File: src/beg_pkg.sv
`default_nettype none

package beg_pkg;

   // Defaults for the top-level parameters
   localparam int COS_TABLE_DEPTH_DEF = 256;
   localparam int TIME_WIDTH_DEF      = 48;

   // Field widths
   localparam int LEN_WIDTH   = 24;               // one phase length in us
   localparam int CYCLE_WIDTH = LEN_WIDTH + 1;    // inhale plus exhale
   localparam int FRAC_WIDTH  = 16;               // Q0.16 fraction
   localparam int AMP_WIDTH   = 17;               // Q0.16 with room for 1.0
   localparam int BEAT_WIDTH  = 15;
   localparam int REQ_BEAT_WIDTH = 16;
   localparam int CSR_DATA_WIDTH = 24;
   localparam int CSR_INDEX_WIDTH = 2;

   localparam logic [AMP_WIDTH-1:0] ONE_Q16 = 17'h10000;

   // Request queue between front and back
   localparam int QUEUE_DEPTH = 4;

   // Register indexes
   typedef enum logic [CSR_INDEX_WIDTH-1:0] {
      CSR_INHALE  = 2'd0,
      CSR_EXHALE  = 2'd1,
      CSR_FLOOR   = 2'd2,
      CSR_BEAT    = 2'd3
   } csr_index_type;

   // Configuration as seen by the datapath
   typedef struct packed {
      logic [LEN_WIDTH-1:0]  inhale_length_us;
      logic [LEN_WIDTH-1:0]  exhale_length_us;
      logic [AMP_WIDTH-1:0]  amplitude_floor;
      logic [BEAT_WIDTH-1:0] default_beat;
   } cfg_type;

   localparam cfg_type CFG_RESET = '{
      inhale_length_us: 24'd1618034,
      exhale_length_us: 24'd2618034,
      amplitude_floor:  17'd19661,
      default_beat:     15'd1536
   };

endpackage

`default_nettype wire

File: src/beg_front.sv
`default_nettype none

module beg_front import beg_pkg::*; #(
   parameter int TIME_WIDTH = TIME_WIDTH_DEF
) (
   input  wire logic                         req_valid,
   input  wire logic signed [TIME_WIDTH-1:0] req_time_us,
   input  wire logic signed [REQ_BEAT_WIDTH-1:0] req_beat_request,
   output logic                              req_stall,
   input  wire cfg_type                      cfg,
   input  wire logic                         queue_full,
   output logic                              push,
   output logic [TIME_WIDTH-1:0]             push_mag,
   output logic                              push_neg,
   output logic [BEAT_WIDTH-1:0]             push_beat
);

   logic beat_positive;

   // Hold off the requester while the queue is full
   assign req_stall = queue_full;
   assign push      = req_valid && !queue_full;

   // Split time into sign and magnitude; the most negative value fits unsigned
   assign push_neg = req_time_us[TIME_WIDTH-1];
   assign push_mag = push_neg ? TIME_WIDTH'(~req_time_us + 1'b1) : req_time_us;

   // Non-positive beat requests take the default
   assign beat_positive = (req_beat_request != '0) && !req_beat_request[REQ_BEAT_WIDTH-1];
   assign push_beat     = beat_positive ? req_beat_request[BEAT_WIDTH-1:0] : cfg.default_beat;

endmodule

`default_nettype wire

File: config.mk
export PLATFORM = sky130hd
export DESIGN_NAME = beg_front
export DESIGN_NICKNAME = d
export VERILOG_FILES = /design/src/beg_pkg.sv /design/src/beg_front.sv
export SDC_FILE = /design/constraint.sdc
export NUM_CORES = 1
export LEC_CHECK = 0
export BUFFER_PORTS_ARGS = -buffer_cell sky130_fd_sc_hd__buf_4
export CORE_AREA = 2 2 82 84
export DETAILED_ROUTE_END_ITERATION = 16
export DIE_AREA = 0 0 84 86
export PLACE_DENSITY_LB_ADDON = 0.1
export SYNTH_ARGS = -nofsm -noshare
export SYNTH_HDL_FRONTEND = slang
export SYNTH_SLANG_ARGS = --single-unit
File: constraint.sdc
create_clock -name vclk -period 4.4
set_input_delay 0.66 -clock vclk [all_inputs]
set_output_delay 0.66 -clock vclk [all_outputs]
set_load 0.03 [all_outputs]
==> summary.md <==
| Metric | Value |
|---|---|
| Post-cts repair resize count | 0 |
| GRT Resource Usage Total | 0.141 |
| Die area | 0.00722 sq mm |
| Internal power | 0.165 mW |
| Top-count cell post-synth | xnor2_1 |
| Initial drt markers | 54 |
| Cell area after synthesis | 0.00135 sq mm |
| Switching share of power | 0.559 |
| First-pass DRT Iterations | 6 |
| Vias post-DR | 1,894 |
| Dominant cells by area after synthesis | xnor2_1 (29%), mux2_2 (13%), o31ai_1 (8.4%), nand2_1 (4.7%), o21ai_0 (4.1%) |
| Syn avg cell area | 7.39 sq um |
| Vias per cell | 4.76 |
| FF/Latch Area | 0 sq um |
| Top cells by count, synth | xnor2_1 (45), nand2_1 (17), mux2_2 (15), o31ai_1 (15), o21ai_0 (11) |
| Finished Core Util | 0.400 |
| Die H | 86 microns |
| Global-route wire length before repair | 8.87 mm |
| NumNets Final | 470 |
| Type of the worst min-delay path | in2out |
| Final ANT Viol Nets | 0 |
| Slew @ Worst Pin | 0.719 ns |
| Yosys warning count | 0 |
| Syn nets | 329 |
| Routed Wire Length | 5.52 mm |
| RePlAce Congestion | 0.715 |
| CP endpoint kind | output port |
| CORE AREA | 0.00628 sq mm |
| Placement Rows | 29 |
| Tcrit/Tclk final | 0.782 |
| Hpwl dp | 4.73 mm |
| Number of diodes | 0 |
| Logic gate share of total power | 1.000 |
| Cell taking the most area after synthesis | xnor2_1 |
| Critical-path maximum fanout | 4 |
| Outcome | completed |
| Hold path start | queue_full |
| Number of setup buffers added after CTS | 0 |
| FFs & Latches | 0 |
| Max rail drop VDD | 0.0686 mV |
| Hold-fix buffers, CTS | 0 |
| Final hold violations | 0 |
| Sw power | 0.209 mW |
| Crit path required time | 3.74 ns |
| Drt drc | 0 |
| P&R area growth vs syn | 86.6% |
| Vias in the first global route | 1,844 |
| Library cells used by synthesis | 34 |
| Grt total ovfl | 0 |
| Post-Syn Instances | 182 |
| Pins over their slew limit | 0 |
| Power per cell area | 149 mW/mm^2 |
| IO Count | 212 |
| Post-synthesis sequential area ratio | 0 |
| IO Port Bufs | 147 |
| Seq pwr share | 0 |
| Setup-failing EPs final | 0 |
| Synth top area share | 0.293 |
| Share of cells above drive strength 1 | 0.555 |
| Slew headroom | 0.515 |
| RSZ-0062 raised after global routing | no |
| Initial Util | 0.214 |
| WHS Path Cells | 2 |
| WL per Instance | 13.9 microns |
| Hold EP | req_stall |
| Leak Pwr | 1.05 nW |
| Max-cap viol count | 0 |
| Setup_tns | 0 ns |
| Largest net degree at the start of global routing | 50 |
| Crit path kind | in2out |
| Arrival @ worst endpoint | 2.78 ns |
| Initial antenna violation count | 0 |
| CLK BUF | 0 |
| Die W | 84 microns |
| Max Clock Freq | 290 MHz |
| Clock share of power | 0 |
| Min Tclk post-route | 3.44 ns |
| CP startpoint kind | input pin |
==> routing by layer <==
metal  global-route usage  wire [microns]  vias to the layer above  share of wire
li1                     -               -                      969              -
met1                0.200            2520                      832           0.46
met2                0.243            2600                       93           0.47
met3               0.0202             401                        0          0.073
met4                    0               0                        0              0
met5                    0               0                        -              0
==> worst max path at each step <==
stage / slack [ns] / start / to
2_1_floorplan: 0.86 / req_time_us[40] / push_mag[47]
3_3_place_gp: 0.94 / req_time_us[20] / push_mag[44]
3_5_place_dp: 0.95 / req_time_us[20] / push_mag[44]
4_1_cts: 0.94 / req_time_us[20] / push_mag[44]
5_1_grt: 0.79 / req_time_us[1] / push_mag[36]
6_report: 0.96 / req_time_us[20] / push_mag[44]
==> stage by stage <==
stage	hold WS (ns)	cells	total power [mW]	worst slack (ns)	area, sq um
after detailed placement	1.55	398	0.377	0.950	2510
after floorplan	1.43	182	0.205	0.865	1350
final	1.55	398	0.374	0.957	2510
after global routing	1.56	398	0.397	0.791	2510
after global placement	1.55	398	0.377	0.941	2510
after CTS	1.55	398	0.378	0.944	2510
==> power groups by stage <==
stage          combinational, mW  clock (mW)  sequential (mW)
4_1_cts                    0.378           0                0
6_report                   0.374           0                0
3_5_place_dp               0.377           0                0
2_1_floorplan              0.205           0                0
5_1_grt                    0.397           0                0
3_3_place_gp               0.377           0                0
==> final cells by class <==
| type | count | area, sq um |
|---|---|---|
| Fill cell | 667 | 3770 |
| Inverter | 2 | 7.51 |
| Multi-Input combinational cell | 170 | 1290 |
| Tap cell | 77 | 96.3 |
| Timing Repair Buffer | 149 | 1120 |
==> cells in the final DEF (no fill, tap or decap), types with 2 or more instances in the layout <==
| master | synthesis | final |
|---|---|---|
| o41ai_2 | 2 | 2 |
| or3_4 | 2 | 2 |
| or4_4 | 2 | 2 |
| nand3_1 | 5 | 5 |
| o41ai_1 | 4 | 4 |
| nand4_1 | 3 | 3 |
| o31ai_1 | 15 | 15 |
| mux2_2 | 15 | 15 |
| nand2b_1 | 3 | 3 |
| inv_1 | 2 | 2 |
| nand2_1 | 17 | 17 |
| nor2b_1 | 2 | 2 |
| or4_1 | 7 | 7 |
| nor4_1 | 7 | 7 |
| o21ai_0 | 11 | 11 |
| or3_1 | 4 | 4 |
| nor2_1 | 7 | 7 |
| nor3_1 | 6 | 6 |
| buf_4 | 3 | 149 |
| o31ai_2 | 2 | 2 |
| xnor2_1 | 45 | 45 |
==> kinds of logic after synthesis <==
kind of cell	Yosys count	share of synthesized area
AOI/OAI and AO/OA	36	0.204
muxes	15	0.126
xor gates and xnor gates	45	0.293
adders and majority gates	1	0.00930
and+or+nand+nor	73	0.326
buffers and inverters	12	0.0428
==> worst max-delay path, stage by stage <==
cell and delay [ns]:
buf_4 0.12, or4_1 0.59, nor3_2 0.31, nand4_1 0.32
o41ai_1 0.43, xnor2_1 0.17, buf_4 0.18
(Power assumes the default switching activity.)
