### src/beg_pkg.sv
`default_nettype none

package beg_pkg;

   // Defaults for the top-level parameters
   localparam int COS_TABLE_DEPTH_DEF = 256;
   localparam int TIME_WIDTH_DEF      = 48;

   // Field widths
   localparam int LEN_WIDTH   = 24;               // one phase length in us
   localparam int CYCLE_WIDTH = LEN_WIDTH + 1;    // inhale plus exhale
   localparam int FRAC_WIDTH  = 16;               // Q0.16 fraction
   localparam int AMP_WIDTH   = 17;               // Q0.16 with room for 1.0
   localparam int BEAT_WIDTH  = 15;
   localparam int REQ_BEAT_WIDTH = 16;
   localparam int CSR_DATA_WIDTH = 24;
   localparam int CSR_INDEX_WIDTH = 2;

   localparam logic [AMP_WIDTH-1:0] ONE_Q16 = 17'h10000;

   // Request queue between front and back
   localparam int QUEUE_DEPTH = 4;

   // Register indexes
   typedef enum logic [CSR_INDEX_WIDTH-1:0] {
      CSR_INHALE  = 2'd0,
      CSR_EXHALE  = 2'd1,
      CSR_FLOOR   = 2'd2,
      CSR_BEAT    = 2'd3
   } csr_index_type;

   // Configuration as seen by the datapath
   typedef struct packed {
      logic [LEN_WIDTH-1:0]  inhale_length_us;
      logic [LEN_WIDTH-1:0]  exhale_length_us;
      logic [AMP_WIDTH-1:0]  amplitude_floor;
      logic [BEAT_WIDTH-1:0] default_beat;
   } cfg_type;

   localparam cfg_type CFG_RESET = '{
      inhale_length_us: 24'd1618034,
      exhale_length_us: 24'd2618034,
      amplitude_floor:  17'd19661,
      default_beat:     15'd1536
   };

endpackage

`default_nettype wire

### src/beg_queue.sv
`default_nettype none

module beg_queue import beg_pkg::*; #(
   parameter int DATA_WIDTH = 8
) (
   input  wire logic                  clock,
   input  wire logic                  reset,
   input  wire logic                  push,
   input  wire logic [DATA_WIDTH-1:0] push_data,
   output logic                       full,
   input  wire logic                  pop_ready,
   output logic                       pop_valid,
   output logic [DATA_WIDTH-1:0]      pop_data
);

   localparam int PTR_WIDTH = $clog2(QUEUE_DEPTH);
   localparam int CNT_WIDTH = $clog2(QUEUE_DEPTH + 1);

   logic [DATA_WIDTH-1:0] mem_ff [QUEUE_DEPTH];
   logic [PTR_WIDTH-1:0]  wr_ptr_ff, rd_ptr_ff;
   logic [CNT_WIDTH-1:0]  count_ff, count_in;
   logic                  pop;

   assign full      = (count_ff == CNT_WIDTH'(QUEUE_DEPTH));
   assign pop_valid = (count_ff != '0);
   assign pop       = pop_valid && pop_ready;
   assign pop_data  = mem_ff[rd_ptr_ff];

   always_comb begin
      count_in = count_ff;
      if (push && !pop) begin
         count_in = count_ff + 1'b1;
      end else if (pop && !push) begin
         count_in = count_ff - 1'b1;
      end
   end

   // Pointers and fill count
   always_ff @(posedge clock) begin
      if (reset) begin
         wr_ptr_ff <= '0;
         rd_ptr_ff <= '0;
         count_ff  <= '0;
      end else begin
         count_ff <= count_in;
         if (push) begin
            wr_ptr_ff <= wr_ptr_ff + 1'b1;
         end
         if (pop) begin
            rd_ptr_ff <= rd_ptr_ff + 1'b1;
         end
      end
   end

   // Storage
   always_ff @(posedge clock) begin
      if (push) begin
         mem_ff[wr_ptr_ff] <= push_data;
      end
   end

endmodule

`default_nettype wire

### config.mk
export PLATFORM = sky130hd
export DESIGN_NAME = beg_queue
export DESIGN_NICKNAME = d
export VERILOG_FILES = /design/src/beg_pkg.sv /design/src/beg_queue.sv
export SDC_FILE = /design/constraint.sdc
export NUM_CORES = 1
export LEC_CHECK = 0
export BUFFER_PORTS_ARGS = -buffer_cell sky130_fd_sc_hd__buf_2
export CORE_UTILIZATION = 55
export DETAILED_ROUTE_END_ITERATION = 12
export GPL_ROUTABILITY_DRIVEN = 0
export PLACE_DENSITY = 0.77
export SETUP_SLACK_MARGIN = 0.15
export SLEW_MARGIN = 20
export SYNTH_ARGS = -nofsm -noshare
export SYNTH_HDL_FRONTEND = slang
export SYNTH_SLANG_ARGS = --single-unit
### constraint.sdc
create_clock -name clock -period 5.1 [get_ports clock]
set_input_delay 0.765 -clock clock [delete_from_list [all_inputs] [get_ports clock]]
set_output_delay 0.765 -clock clock [all_outputs]
set_load 0.01 [all_outputs]
==> out/qor.txt <==
placed wire-length estimate - 1.58 mm
Hold Crit Class - reg -> reg
GRT Util Overall - 0.167
Initial Utilization - 0.582
# placed instances - 135
sequential power share - 0.528
Syn Nets - 104
Net Sw Frac - 0.269
Pre-antenna DRT Iters - 3
number of gates resized after cts - 0
fmax - 398 MHz
critical path capture point type - output pin
crit path DAT - 1.75 ns
clock transition at the registers of the reported paths - 0.11 ns
DP Worst Slack - 2.79 ns
Min Clock Period, post-route - 2.51 ns
area grow syn2layout - 13.4%
vias in the first global route - 790
largest net degree at the start of global routing - 14
number of top-level pins - 22
die area - 3160 µm²
Tot Pwr - 837 µW
Num CTS Buffers - 5
Internal Pwr Total - 611 µW
RSZ-0062 raised after global routing - no
Routed Antenna Nets - 0
Slew HR - 0.644
H-tree depth - 2
DIE HEIGHT - 56.3 µm
max incr delay on CP - 0.68 ns
TNS Setup - 0 ns
synthesized area per cell - 18.8 µm²
top post-synthesis cells by area - edfxtp_1 (59%), dfxtp_1 (11%), mux4_2 (11%)
post-synth cell types - 21
period utilization - 0.493
Max-Cap Viols - 0
post-route cell area - 1840 µm²
WP data required - 4.34 ns
most common cell after layout, fill and taps aside - edfxtp_1
Pleak - 0.000671 µW
Critical Path Start Type - flop
placed cell area - 1740 µm²
slowest CP cell - dfxtp_1
CTS Root Buffer Type - clkbuf_4
Clock Skews - 0.00975 ns
Yosys reg bits - 41
CP cell instances - mux4_2 -> buf_2
CTS hold repair buffers - 0
IO Port Bufs - 21
# setup viols final - 0
Comb power frac - 0.219
worst-margin pin slew - 0.534 ns
row count - 19
most frequent cells in the layout - edfxtp_1 (32), buf_2 (21), dfxtp_1 (9)
mapped cell area - 1620 µm²
PwrDens - 456 nW/µm²
Die Wd - 56.3 µm
clock power share - 0.253
Setup CP Type - reg -> out
post-synthesis sequential area ratio - 0.705
CTS tree - built
diode count - 0
CTS max path bufs - 2
Slew Viols, Final - 0
VDD IR max - 0.392 mV
# Post-CTS Setup Buffers - 0
first-pass GRT wire length - 3.69 mm
Synth Instances - 86
per-cell routed wire length - 15.9 µm
YS warnings - 0
sw power - 225 µW
status - completed
clk_lat worst skew - 0.34 ns
share of layout cells above drive strength 1 - 0.357
initial antenna violation count - 0
Crit Path Max Fanout - 8
final WL - 2.27 mm
final std cells w/o fill - 143
Synth area leader - edfxtp_1
Residual DRC - 0
Core Box Area - 2780 µm²
drt initial violations - 11
clock sink count - 41
final hold viol count - 0
nets@finish - 129
Synth top area share - 0.594
drt via density - 5.46
routed via count - 781
Overflow after GRT - 0
post-route setup slack - 2.59 ns
[per-layer routing]
metal	routed length, µm	global-route usage	share of wire
met1	948	0.184	0.42
met2	1170	0.274	0.52
met3	105	0.0829	0.046
met4	44	0.0732	0.019
met5	0	0	0
[sequential cells by signal, indices dropped and copies added (netlist names), named ones only]
signal	cells
mem_ff	32
count_ff	3
rd_ptr_ff	2
wr_ptr_ff	2
[power by group through the flow]
stage	Clock [µW]	Combinational, µW	Sequential [µW]
floorplan	0	158	424
global placement	0	178	450
detailed placement	0	183	453
CTS	216	185	445
global route	227	198	450
finish	212	183	442
[synth_stat cells]
| master | n |
|---|---|
| or3_2 | 1 |
| mux4_2 | 8 |
| clkbuf_1 | 1 |
| dfxtp_1 | 9 |
| o31ai_4 | 1 |
| buf_6 | 1 |
| ha_1 | 5 |
| xor2_1 | 4 |
| edfxtp_1 | 32 |
| clkbuf_2 | 1 |
| or3_1 | 1 |
| a21oi_1 | 1 |
| nor2_1 | 7 |
| xnor2_1 | 1 |
| o21ai_0 | 1 |
| mux2i_1 | 2 |
| nor3b_1 | 1 |
| inv_1 | 3 |
| o311ai_2 | 1 |
| fa_1 | 1 |
| and2_1 | 4 |
[cells by family after synthesis]
family,share of synthesized area
buffers and inverters,0.0193
AO/OA/AOI/OAI,0.0294
flip-flops,0.705
AND/OR/NAND/NOR,0.0448
XOR/XNOR,0.0270
adder cells (fa/ha/maj),0.0510
multiplexers,0.124
[worst max-delay path, delay by kind of cell, from the launching register on]
family | cells | cell delay [ns]
buf+inv | 1 | 0.15
flops | 1 | 0.68
mux | 1 | 0.58
[final cells by class]
type	instances	area (µm²)
Inverter	3	11.3
Clock inverter	1	5.00
Multi-Input combinational cell	39	447
Timing Repair Buffer	21	105
Clock buffer	7	87.6
Sequential cell	41	1140
Fill cell	193	946
Tap cell	31	38.8
[metrics by stage]
stage          hold WS [ns]   util
4_1_cts               0.559  0.660
3_5_place_dp          0.521  0.627
2_1_floorplan         0.485      -
6_report              0.565  0.660
3_3_place_gp          0.510  0.627
5_1_grt               0.609  0.660
[worst paths after layout]
| kind | from | cells past startpoint | slack (ns) | to |
|---|---|---|---|---|
| setup / recovery | flop | 2 | 2.59 | pop_data[5] |
| hold reg to reg | rd_ptr_ff[1]$_SDFFE_PP0P_ | 2 | 0.56 | rd_ptr_ff[1]$_SDFFE_PP0P_ |
| setup reg to reg | count_ff[1]$_SDFFE_PP0P_ | 7 | 3.04 | count_ff[2]$_SDFFE_PP0P_ |
| hold / removal | rd_ptr_ff[1]$_SDFFE_PP0P_ | 2 | 0.56 | rd_ptr_ff[1]$_SDFFE_PP0P_ |
No activity file was read; power rests on OpenSTA's default activity.
